[src/sv/ppd_pkg.sv]
package ppd_pkg;

    localparam int IDX_W     = 6;
    localparam int PAL_DEPTH = 1 << IDX_W;
    localparam int WORD_W    = 32;
    localparam int GROUP_W   = 24;
    localparam int SLOT_W    = 2;
    localparam int BYTE_W    = 8;

    localparam logic OP_WRITE  = 1'b0;
    localparam logic OP_DECODE = 1'b1;

    localparam int DEF_QUEUE_DEPTH = 4;
    localparam int DEF_OUT_DEPTH   = 4;

    typedef struct packed {
        logic               op;
        logic [IDX_W-1:0]   palette_slot;
        logic [WORD_W-1:0]  palette_word;
        logic [GROUP_W-1:0] packed_group;
        logic [SLOT_W-1:0]  first_slot;
        logic [SLOT_W-1:0]  last_slot;
    } t_cmd;

    typedef struct packed {
        logic [BYTE_W-1:0] red;
        logic [BYTE_W-1:0] green;
        logic [BYTE_W-1:0] blue;
        logic [BYTE_W-1:0] alpha;
        logic [SLOT_W-1:0] pixel_slot;
        logic              final_pixel;
    } t_pixel;

    localparam int CMD_W   = $bits(t_cmd);
    localparam int PIXEL_W = $bits(t_pixel);

    // Slot 0 sits in the top six bits of the group.
    function automatic logic [IDX_W-1:0] slot_index(input logic [GROUP_W-1:0] group,
                                                    input logic [SLOT_W-1:0]  slot);
        logic [IDX_W-1:0] idx;
        case (slot)
            2'd0:    idx = group[23:18];
            2'd1:    idx = group[17:12];
            2'd2:    idx = group[11:6];
            default: idx = group[5:0];
        endcase
        return idx;
    endfunction

endpackage

[src/sv/ppd_fifo.sv]
module ppd_fifo #(
    parameter int WIDTH = 8,
    parameter int DEPTH = 4
) (
    input  logic                           i_clk,
    input  logic                           i_rst_n,
    input  logic                           i_push,
    input  logic [WIDTH-1:0]               i_data,
    output logic                           o_full,
    input  logic                           i_pop,
    output logic [WIDTH-1:0]               o_data,
    output logic                           o_empty,
    output logic [$clog2(DEPTH+1)-1:0]     o_count
);

    localparam int PTR_W = (DEPTH > 1) ? $clog2(DEPTH) : 1;
    localparam int CNT_W = $clog2(DEPTH + 1);

    logic [WIDTH-1:0] r_mem [DEPTH];
    logic [PTR_W-1:0] r_wr_ptr, r_rd_ptr;
    logic [CNT_W-1:0] r_count, n_count;
    logic             push_ok, pop_ok;

    assign o_full  = (r_count == CNT_W'(DEPTH));
    assign o_empty = (r_count == '0);
    assign o_count = r_count;
    assign o_data  = r_mem[r_rd_ptr];
    assign push_ok = i_push && !o_full;
    assign pop_ok  = i_pop && !o_empty;

    always_comb begin
        case ({push_ok, pop_ok})
            2'b10:   n_count = r_count + 1'b1;
            2'b01:   n_count = r_count - 1'b1;
            default: n_count = r_count;
        endcase
    end

    always_ff @(posedge i_clk) begin
        if (!i_rst_n) begin
            r_wr_ptr <= '0;
            r_rd_ptr <= '0;
            r_count  <= '0;
        end else begin
            r_count <= n_count;
            if (push_ok) begin
                r_wr_ptr <= (r_wr_ptr == PTR_W'(DEPTH - 1)) ? '0 : r_wr_ptr + 1'b1;
            end
            if (pop_ok) begin
                r_rd_ptr <= (r_rd_ptr == PTR_W'(DEPTH - 1)) ? '0 : r_rd_ptr + 1'b1;
            end
        end
    end

    always_ff @(posedge i_clk) begin
        if (push_ok) begin
            r_mem[r_wr_ptr] <= i_data;
        end
    end

endmodule

[src/sv/ppd_front.sv]
module ppd_front (
    input  logic          i_clk,
    input  logic          i_rst_n,
    input  logic          i_push,
    output logic          o_full,
    input  ppd_pkg::t_cmd i_cmd,
    output logic          o_q_push,
    output ppd_pkg::t_cmd o_q_cmd,
    input  logic          i_q_full
);
    import ppd_pkg::*;

    logic r_valid, n_valid;
    t_cmd r_cmd;
    logic accept, keep;

    assign o_full   = r_valid && i_q_full;
    assign accept   = i_push && !o_full;
    // drop decodes with an empty slot range: they produce nothing
    assign keep     = (i_cmd.op == OP_WRITE) || (i_cmd.last_slot >= i_cmd.first_slot);
    assign n_valid  = (r_valid && i_q_full) || (accept && keep);
    assign o_q_push = r_valid;
    assign o_q_cmd  = r_cmd;

    always_ff @(posedge i_clk) begin
        if (!i_rst_n) begin
            r_valid <= 1'b0;
        end else begin
            r_valid <= n_valid;
        end
    end

    always_ff @(posedge i_clk) begin
        if (accept) begin
            r_cmd <= i_cmd;
        end
    end

endmodule

[src/sv/ppd_back.sv]
module ppd_back #(
    parameter int OUT_DEPTH = ppd_pkg::DEF_OUT_DEPTH
) (
    input  logic                           i_clk,
    input  logic                           i_rst_n,
    input  ppd_pkg::t_cmd                  i_cmd,
    input  logic                           i_cmd_empty,
    output logic                           o_cmd_pop,
    input  logic [$clog2(OUT_DEPTH+1)-1:0] i_out_count,
    output logic                           o_pix_valid,
    output ppd_pkg::t_pixel                o_pix
);
    import ppd_pkg::*;

    localparam int CNT_W = $clog2(OUT_DEPTH + 1);

    logic [WORD_W-1:0] r_pal [PAL_DEPTH];

    logic              r_active;
    t_cmd              r_cmd;
    logic [SLOT_W-1:0] r_slot;
    logic              r_pix_valid;
    logic [WORD_W-1:0] r_rd_word;
    logic [SLOT_W-1:0] r_rd_slot;
    logic              r_rd_final;

    logic credit, issue, last_issue, done, load_ok;

    // reserve room for the read still in flight
    assign credit     = ({1'b0, i_out_count} + (CNT_W + 1)'(r_pix_valid))
                        < (CNT_W + 1)'(OUT_DEPTH);
    assign issue      = r_active && (r_cmd.op == OP_DECODE) && credit;
    assign last_issue = issue && (r_slot == r_cmd.last_slot);
    assign done       = (r_active && (r_cmd.op == OP_WRITE)) || last_issue;
    assign load_ok    = !r_active || done;
    assign o_cmd_pop  = load_ok && !i_cmd_empty;

    always_ff @(posedge i_clk) begin
        if (!i_rst_n) begin
            r_active    <= 1'b0;
            r_pix_valid <= 1'b0;
        end else begin
            r_pix_valid <= issue;
            if (o_cmd_pop) begin
                r_active <= 1'b1;
            end else if (done) begin
                r_active <= 1'b0;
            end
        end
    end

    always_ff @(posedge i_clk) begin
        if (o_cmd_pop) begin
            r_cmd  <= i_cmd;
            r_slot <= i_cmd.first_slot;
        end else if (issue) begin
            r_slot <= r_slot + 1'b1;
        end
    end

    always_ff @(posedge i_clk) begin
        if (r_active && (r_cmd.op == OP_WRITE)) begin
            r_pal[r_cmd.palette_slot] <= r_cmd.palette_word;
        end
        if (issue) begin
            r_rd_word  <= r_pal[slot_index(r_cmd.packed_group, r_slot)];
            r_rd_slot  <= r_slot;
            r_rd_final <= (r_slot == r_cmd.last_slot);
        end
    end

    assign o_pix_valid       = r_pix_valid;
    assign o_pix.red         = r_rd_word[23:16];
    assign o_pix.green       = r_rd_word[15:8];
    assign o_pix.blue        = r_rd_word[7:0];
    assign o_pix.alpha       = r_rd_word[31:24];
    assign o_pix.pixel_slot  = r_rd_slot;
    assign o_pix.final_pixel = r_rd_final;

endmodule

[src/sv/packed_palette_pixel_decoder.sv]
// Packed 6-bit palette pixel decoder.
// Input channel (i_push / o_full): one transaction is either a palette write
// (i_operation low: store i_palette_word at entry i_palette_slot) or a decode
// of one 3-byte group holding four 6-bit indices, emitting slots i_first_slot
// up to i_last_slot. A decode with the last slot below the first emits nothing.
// Output channel (o_empty / i_pop): one transaction per pixel, oldest first,
// with red, green, blue, alpha, the source slot and a final flag on the last
// pixel of its group.
// The first pixel of a decode passes the input register, the command queue,
// the sequencer's command register, the palette read register and the output
// queue before it shows on the outputs. The back end reads one palette entry
// per cycle while the output queue has room, through the single read port of
// the palette memory; items are accepted back to back until the command queue fills.
// Reset clears all queues and control state; palette contents stay undefined
// until written. When the receiver stalls, the output queue fills, the back
// end holds its place in the group, the command queue backs up and o_full
// finally rises. Nothing is lost.
module packed_palette_pixel_decoder #(
    parameter int QUEUE_DEPTH = ppd_pkg::DEF_QUEUE_DEPTH,
    parameter int OUT_DEPTH   = ppd_pkg::DEF_OUT_DEPTH
) (
    input  logic                             i_clk,
    input  logic                             i_rst_n,
    input  logic                             i_push,
    output logic                             o_full,
    input  logic                             i_operation,
    input  logic [ppd_pkg::IDX_W-1:0]        i_palette_slot,
    input  logic [ppd_pkg::WORD_W-1:0]       i_palette_word,
    input  logic [ppd_pkg::GROUP_W-1:0]      i_packed_group,
    input  logic [ppd_pkg::SLOT_W-1:0]       i_first_slot,
    input  logic [ppd_pkg::SLOT_W-1:0]       i_last_slot,
    output logic                             o_empty,
    input  logic                             i_pop,
    output logic [ppd_pkg::BYTE_W-1:0]       o_red,
    output logic [ppd_pkg::BYTE_W-1:0]       o_green,
    output logic [ppd_pkg::BYTE_W-1:0]       o_blue,
    output logic [ppd_pkg::BYTE_W-1:0]       o_alpha,
    output logic [ppd_pkg::SLOT_W-1:0]       o_pixel_slot,
    output logic                             o_final_pixel
);
    import ppd_pkg::*;

    t_cmd   in_cmd, q_in_cmd, q_out_cmd;
    t_pixel pix, out_pix;
    logic   q_push, q_full, q_empty, q_pop;
    logic   pix_valid, out_full;
    logic [$clog2(QUEUE_DEPTH+1)-1:0] q_count;
    logic [$clog2(OUT_DEPTH+1)-1:0]   out_count;
    logic [CMD_W-1:0]   q_out_bits;
    logic [PIXEL_W-1:0] out_bits;

    // gather the input fields into one command
    assign in_cmd.op           = i_operation;
    assign in_cmd.palette_slot = i_palette_slot;
    assign in_cmd.palette_word = i_palette_word;
    assign in_cmd.packed_group = i_packed_group;
    assign in_cmd.first_slot   = i_first_slot;
    assign in_cmd.last_slot    = i_last_slot;

    // front: register and classify, drop decodes that produce nothing
    ppd_front u_front (
        .i_clk    (i_clk),
        .i_rst_n  (i_rst_n),
        .i_push   (i_push),
        .o_full   (o_full),
        .i_cmd    (in_cmd),
        .o_q_push (q_push),
        .o_q_cmd  (q_in_cmd),
        .i_q_full (q_full)
    );

    // command queue decouples the front from the palette sequencer
    ppd_fifo #(
        .WIDTH (CMD_W),
        .DEPTH (QUEUE_DEPTH)
    ) u_cmd_q (
        .i_clk   (i_clk),
        .i_rst_n (i_rst_n),
        .i_push  (q_push),
        .i_data  (q_in_cmd),
        .o_full  (q_full),
        .i_pop   (q_pop),
        .o_data  (q_out_bits),
        .o_empty (q_empty),
        .o_count (q_count)
    );

    assign q_out_cmd = t_cmd'(q_out_bits);

    // back: palette writes and one lookup per cycle while the output queue has room
    ppd_back #(
        .OUT_DEPTH (OUT_DEPTH)
    ) u_back (
        .i_clk       (i_clk),
        .i_rst_n     (i_rst_n),
        .i_cmd       (q_out_cmd),
        .i_cmd_empty (q_empty),
        .o_cmd_pop   (q_pop),
        .i_out_count (out_count),
        .o_pix_valid (pix_valid),
        .o_pix       (pix)
    );

    // output queue absorbs receiver stalls
    ppd_fifo #(
        .WIDTH (PIXEL_W),
        .DEPTH (OUT_DEPTH)
    ) u_out_q (
        .i_clk   (i_clk),
        .i_rst_n (i_rst_n),
        .i_push  (pix_valid),
        .i_data  (pix),
        .o_full  (out_full),
        .i_pop   (i_pop),
        .o_data  (out_bits),
        .o_empty (o_empty),
        .o_count (out_count)
    );

    assign out_pix       = t_pixel'(out_bits);
    assign o_red         = out_pix.red;
    assign o_green       = out_pix.green;
    assign o_blue        = out_pix.blue;
    assign o_alpha       = out_pix.alpha;
    assign o_pixel_slot  = out_pix.pixel_slot;
    assign o_final_pixel = out_pix.final_pixel;

`ifndef SYNTH
    // the credit check must keep the output queue from overflowing
    a_out_no_overflow: assert property (@(posedge i_clk) disable iff (!i_rst_n)
        pix_valid |-> !out_full)
        else $error("pixel pushed into a full output queue");

    // empty-range decodes never reach the command queue
    a_no_empty_range: assert property (@(posedge i_clk) disable iff (!i_rst_n)
        (q_push && (q_in_cmd.op == OP_DECODE)) |->
        (q_in_cmd.last_slot >= q_in_cmd.first_slot))
        else $error("empty-range decode queued");

    // the sequencer only loads a command that is there
    a_pop_valid: assert property (@(posedge i_clk) disable iff (!i_rst_n)
        q_pop |-> (q_count != '0))
        else $error("command queue popped while empty");
`endif

endmodule

[config.mk]
export PLATFORM = sky130hd
export DESIGN_NAME = packed_palette_pixel_decoder
export DESIGN_NICKNAME = d
export VERILOG_FILES = /design/src/sv/ppd_pkg.sv /design/src/sv/ppd_fifo.sv /design/src/sv/ppd_front.sv /design/src/sv/ppd_back.sv /design/src/sv/packed_palette_pixel_decoder.sv
export SDC_FILE = /design/constraint.sdc
export NUM_CORES = 2
export LEC_CHECK = 0
export BUFFER_PORTS_ARGS = -buffer_cell sky130_fd_sc_hd__buf_2
export CAP_MARGIN = 15
export CORE_AREA = 5 5 485 487
export CTS_CLUSTER_DIAMETER = 150
export CTS_CLUSTER_SIZE = 20
export DETAILED_ROUTE_END_ITERATION = 12
export DIE_AREA = 0 0 490 492
export SETUP_SLACK_MARGIN = 0.2
export SYNTH_ARGS = -nofsm -noshare
export SYNTH_HDL_FRONTEND = slang
export SYNTH_HIERARCHICAL = 1
export SYNTH_SLANG_ARGS = --single-unit
[constraint.sdc]
create_clock -name i_clk -period 23.7 [get_ports i_clk]
set_input_delay 2.37 -clock i_clk [delete_from_list [all_inputs] [get_ports i_clk]]
set_output_delay 2.37 -clock i_clk [all_outputs]
set_load 0.005 [all_outputs]
---- Word level (Yosys, flattened, before mapping) ----
Memory sizes are Yosys's and may differ from the RTL's. A register that Yosys moved wholly into a read port is not among the register bits.
Index checks and enable logic that the tools add are counted.
W data, S select, Z words.
word-level totals
  output and inout port bits .............. 37
  bits of input ports ..................... 71
  flip-flop bits (word level) ............. 154
  memory bits (writable) .................. 2456
  memories kept ........................... 3
memory list
  name           words  width  rd ports  clocked after Yosys merged registers in  write ports  RTL line        source
  u_back.r_pal   64     32     1         1                                        1            ppd_back.sv:17  logic [WORD_W-1:0] r_pal [PAL_DEPTH];
  u_cmd_q.r_mem  4      67     1         1                                        1            ppd_fifo.sv:19  logic [WIDTH-1:0] r_mem [DEPTH];
  u_out_q.r_mem  4      35     1         1                                        1            ppd_fifo.sv:19
cells by class
  equal/unequal tests ..................... 13
  bitwise gates (word level) .............. 2
  $lt $le $gt $ge ......................... 2
  add/sub/neg operators ................... 10
  mux-type cells .......................... 22
  reduce and logical (&&, ||, !) cells .... 29
operators by type and width
  operator               number
  $mux W2                10
  $pmux W6 S3            1
  $eq A2 B2 Y1 const B   7
  $logic_and A1 B1 Y1    12
  $pmux W3 S2            2
  $add A2 B1 Y2 const B  5
  $mux W1                8
  $reduce_bool A2 Y1     4
  $add A3 B1 Y3 const B  2
  $eq A2 B1 Y1 const B   3
  $eq A3 B3 Y1 const B   2
  $logic_not A1 Y1       6
  $logic_not A3 Y1       2
  $mux W6                1
  $sub A3 B1 Y3 const B  2
  $add A3 B1 Y4          1
  $logic_or A1 B1 Y1     4
  $lt A4 B3 Y1 const B   1
  $eq A2 B2 Y1           1
  $ge A2 B2 Y1           1
  $logic_not A2 Y1       1
  $not A1 Y1             2

---- Longest topological paths before layout ----
  depth after elaboration ................. 10
  depth in mapped cells ................... 17
  depth with buffers taken out ............ 12

---- Cells and area by module ----
The synthesis kept the hierarchy.
modules (own cells, without submodules)
  module               area each (um2)  cells an instance  instances  sequential area each (um2)
  ppd_back             85190.5          5667               1          64602.0
  ppd_fifo at u_cmd_q  10189.8          406                1          8227.9
  ppd_fifo at u_out_q  5596.6           239                1          4384.2
  ppd_front            2113.3           79                 1          2031.9

---- Worst setup path before layout ----
OpenSTA, ideal clock, no wires.
  path type ............................... flip-flop to flip-flop
  start point ............................. register u_out_q.r_count[0] (netlist: u_out_q/o_count[0])
  end point ............................... register u_cmd_q.r_count[2] (netlist: u_cmd_q/o_count[2])
  buffers on the path ..................... 0
  required time ........................... 23.624 ns
  setup slack ............................. 14.357 ns
  period minus slack after synthesis ...... 9.343 ns
  cell stages (with the launch flop) ...... 12
  arrival ................................. 9.267 ns
  library setup time ...................... 0.076 ns
  cell sequence ........................... dfxtp_1 -> a311oi_1 -> nand2_1 -> a31oi_1 -> o31ai_1 -> inv_1 -> ha_1 -> inv_1 -> fa_1 -> xor2_1 -> or3_1 -> a21boi_0
on the way
  longest elaborated chain between the ends .. 10
  elaborated cells on any way between the ends .. 12
  classes of those cells .................. 1 x add/sub; 1 x order compare; 2 x eq/ne; 1 x mux; 7 x reduce/logical
RTL lines
  item                                                      RTL line                            source
  start, declared                                           ppd_fifo.sv:21                      logic [CNT_W-1:0] r_count, n_count;
  start signal, assigned                                    ppd_fifo.sv:45                      r_count <= n_count;
  $add A3 B1 Y4 (*)                                         ppd_back.sv:30                      assign credit = ({1'b0, i_out_count} + (CNT_W + 1)'(r_pix_valid))
  $lt A4 B3 Y1 (*)                                          ppd_back.sv:31                      < (CNT_W + 1)'(OUT_DEPTH);
  $logic_and A1 B1 Y1 (*)                                   ppd_back.sv:32                      assign issue = r_active && (r_cmd.op == OP_DECODE) && credit;
  named net u_back.issue                                    ppd_back.sv:27                      logic credit, issue, last_issue, done, load_ok;
  $logic_and A1 B1 Y1 (*)                                   ppd_back.sv:33                      assign last_issue = issue && (r_slot == r_cmd.last_slot);
  $logic_or A1 B1 Y1 (*)                                    ppd_back.sv:34                      assign done = (r_active && (r_cmd.op == OP_WRITE)) || last_issue;
  $logic_or A1 B1 Y1 (*)                                    ppd_back.sv:35                      assign load_ok = !r_active || done;
  $logic_and A1 B1 Y1 (*)                                   ppd_back.sv:36                      assign o_cmd_pop = load_ok && !i_cmd_empty;
  named net q_pop                                           packed_palette_pixel_decoder.sv:45  logic q_push, q_full, q_empty, q_pop;
  $logic_and A1 B1 Y1 (*)                                   ppd_fifo.sv:29                      assign pop_ok = i_pop && !o_empty;
  $eq A2 B1 Y1 / $eq A2 B2 Y1 (equally long branches)       ppd_fifo.sv:32                      case ({push_ok, pop_ok})
  $pmux W3 S2 / $reduce_bool A2 Y1 (equally long branches)  -
  end signal, assigned                                      ppd_fifo.sv:45
  end, declared                                             ppd_fifo.sv:21
Mark *: on every way through the listed nets, which the timed path passes. The rest lies on a longest branch.
A chain may end at the register's enable or synchronous reset.

---- Worst setup path after layout ----
  start point ............................. register u_back.r_slot[0]
  end point ............................... register u_back.r_rd_word[31], read port of u_back.r_pal, data pin
on the way
  longest elaborated chain between the ends .. 3
  elaborated cells on any way between the ends .. 5
  classes of those cells .................. 2 x eq/ne; 2 x mux; 1 x reduce/logical
RTL lines
  item                                  RTL line        source
  start, declared                       ppd_back.sv:21  logic [SLOT_W-1:0] r_slot;
  start signal, assigned                ppd_back.sv:55  r_slot <= i_cmd.first_slot;
  start signal, assigned                ppd_back.sv:57  r_slot <= r_slot + 1'b1;
  $eq A2 B2 Y1 (tied with other cells)  ppd_pkg.sv:41   case (slot)
  $pmux W6 S3 (*)                       ppd_pkg.sv:41
  $mux W6 (*)                           ppd_back.sv:65  if (issue) begin
  end, declared                         ppd_back.sv:23  logic [WORD_W-1:0] r_rd_word;
Every way passes the cells marked *; elsewhere a longest branch is shown, timed or not. The select of a mux whose other input is x is not followed.

==> metrics <==
status=complete, no violations; RSZ-0062 raised after global routing=false; largest net degree at the start of global routing=~150; hpwl dp=between 150000 and 200000 µm; Cell Pwr Density=between 100 and 150 nW/µm²; crit path max fanout=between 100 and 150; Gate Count Post-Synth=around 6400; clk slew on worst S/H paths=0.09 ns; WL final=approximately 320000 µm; Slew Limit Fails=0; clk_skew=0.0358 ns; GRT Overall Usage=25.6%; Fmax=135 MHz; Crit path largest cell delay=0.72 ns; vias in the first global route=about 57000; DR vias=60800; post-layout minimum cycle time=approximately 7.4 ns; Remaining Overflow, GRT=0; Synth top cells by count=edfxtp_1, nand2_1, nand3_1, a21oi_1, clkbuf_1; antenna violations before repair=24; port bufs=about 110; Synth area leader=edfxtp_1; Yosys cell types=76; Syn Nets=approximately 6500; post-CTS setup buffer count=0; remaining antenna violation count=0; vias per std cell=6.38; Residual DRC=0; Setup CP Type=reg2reg; CTS Hold Buffers Added=0; top post-synthesis cells by area=edfxtp_1, nand2_1, mux4_2; CP max stage cell=buf_4; TritonCTS Buffers=150; WP data arrival=8.00 ns; CP Data Required Time=approximately 24 ns; Placeable Area=approximately 230000 µm²; Placer Congestion=approximately 0.9; Worst setup EP type=register; first-pass detailed-route iteration total=8; post-route clock period utilization=a little under a third; worst path bufs/invs=8; filler instances=19300; layout cells sized above 1=12.8%; dominant synthesized flop cell=edfxtp_1; Fin Setup TNS=0 ns; Slew @ Worst Pin=1.27 ns; Initial Utilization=44.6%; IO Count=around 110; count leader, synth=edfxtp_1; die area=241000 µm²; Seq/Total Area, Yosys=76.9%; Core Rows=177; worst-case clock buffer depth=3; htree depth=4; leakage power=about 36 nW; # setup viols final=0; mean post-synth cell area=roughly 16 µm²; most frequent CP cell=buf_4; Top Family by Delay on Critical Path=buffers and inverters; max_cap viols=0; worst-skew pair later-pin latency=about 0.83 ns; Synth async-reset ratio=0%; min-delay worst type=reg2reg; Die W=roughly 490 µm; Post-Synthesis Cell Area=103000 µm²; Yosys warnings=6; Synth-to-Final Area Change=8.57%; Max VDD drop=roughly 150 µV; Post-layout nets=about 6500; Critical Path Start Type=register; EDFF count, synth=2625; global-route wire length before repair=443000 µm; # resized after CTS=0; die height=slightly below 500 µm; Root Buffer=clkbuf_16; DR WL/cell=~33 µm; Synth top area share=between 70 and 80%; post-synthesis register bit count=~2600; TritonCTS clock tree=yes; Slew headroom=between 10 and 15%; Pwr Total=approximately 14 mW; Clock Sinks=about 2600; critical path cell sequence=inv_1 -> ha_1 -> a222oi_1 -> buf_4 -> a21o_4 -> buf_4 -> buf_12 -> buf_4 -> buf_4 -> buf_4 -> mux2i_1 -> mux2i_1 -> o22ai_1 -> buf_4 -> nor4_1 -> or4b_1; Final Hold Vio Count=0; Iteration-0 DRC Markers=~10000
## state kept, by name, indices dropped and copies added, names as in the netlist, 2 cells and up, named ones only
| name | flops |
|---|---|
| u_out_q/o_count | 3 |
| u_front/o_q_cmd | 67 |
| u_out_q/r_mem | 140 |
| u_out_q/r_rd_ptr | 2 |
| u_cmd_q/r_rd_ptr | 2 |
| u_cmd_q/o_count | 3 |
| u_back/r_cmd | 65 |
| u_back/r_slot | 2 |
| u_back/r_rd_slot | 2 |
| u_out_q/r_wr_ptr | 2 |
| u_cmd_q/r_wr_ptr | 2 |
| u_back/r_pal | 2048 |
| u_back/r_rd_word | 32 |
| u_cmd_q/r_mem | 268 |
## routing by layer
metal  vias up  GRT usage, %  routed length (µm)  part of all wire [%]
met1     31400          35.1              120000                    38
met2      3748          39.5              145000                    46
li1      25000             -                   -                     -
met3       598          5.84               36300                    11
met4         6          11.3               16300                   5.1
met5         -             0                  40                 0.013
## layout make-up
type | instances | area, µm² | area share, %
Antenna cell | 13 | 32.5 | 0.0291
Clock buffer | 184 | 3920 | 3.51
Clock inverter | 12 | 135 | 0.121
Inverter | 95 | 357 | 0.319
Multi-Input combinational cell | 3230 | 22300 | 19.9
Sequential cell | 2646 | 79300 | 70.8
Tap cell | 3043 | 3810 | 3.40
Timing Repair Buffer | 307 | 2160 | 1.93
## placed cells by master (no fill, tap or decap), types with 24 or more instances in the layout
cell type / instances
nand3_1: 317
buf_2: 107
nor2_1: 48
or4_1: 24
nor2_4: 70
mux2_2: 52
nand2_1: 1058
a221oi_1: 65
clkbuf_16: 152
a21oi_1: 307
a31oi_1: 88
a211oi_1: 30
mux2i_1: 136
o21ai_0: 85
inv_1: 95
nand4_1: 82
o22ai_1: 29
a32oi_1: 76
a222oi_1: 49
buf_4: 189
a22oi_1: 157
mux4_2: 175
and3_1: 67
clkbuf_1: 32
o221ai_1: 30
edfxtp_1: 2625
## metrics by stage
step	std cells	utilization [%]	hold WS [ns]	cell area, µm²	setup slack [ns]
after floorplan	6391	-	0.459	103000	14.36
after global placement	9316	46.7	0.471	108000	16.01
after CTS	9515	48.4	0.482	112000	15.92
after global routing	9521	48.4	0.520	112000	15.93
after detailed placement	9319	46.7	0.481	108000	15.90
final	9530	48.5	0.486	112000	16.28
## kinds of logic (layout without fill, tap and decap cells)
| group | count (synthesis) | after routing | share of synthesized area (%) |
|---|---|---|---|
| buffers and inverters | 515 | 598 | 2.28 |
| xor gates and xnor gates | 6 | 6 | 0.0510 |
| DFF | 2646 | 2646 | 76.9 |
| other | 0 | 13 | 0 |
| muxes | 368 | 368 | 5.84 |
| and+or+nand+nor | 1771 | 1771 | 7.55 |
| AOI/OAI and AO/OA | 1065 | 1065 | 7.15 |
| adders and majority gates | 20 | 20 | 0.257 |
## where the power goes
group,switching [mW],internal [mW],total [mW]
clock network,1.47,1.17,2.64
registers,0.0796,5.48,5.56
logic,3.95,1.42,5.37
## final timing paths
kind | depth (start not counted) | start | end | slack, ns
worst max-delay path | 16 | u_back/r_slot[0]$_DFFE_PP_ | u_back/r_rd_word[31]$_DFFE_PP_ | 16.28
worst min-delay path | 0 | u_front/o_q_cmd[28]$_DFFE_PP_ | u_cmd_q/r_mem[3][28]$_DFFE_PP_ | 0.49
worst max register to register | 16 | u_back/r_slot[0]$_DFFE_PP_ | u_back/r_rd_word[31]$_DFFE_PP_ | 16.28
worst min register to register | 0 | u_front/o_q_cmd[28]$_DFFE_PP_ | u_cmd_q/r_mem[3][28]$_DFFE_PP_ | 0.49
No activity file was read; power rests on OpenSTA's default activity.
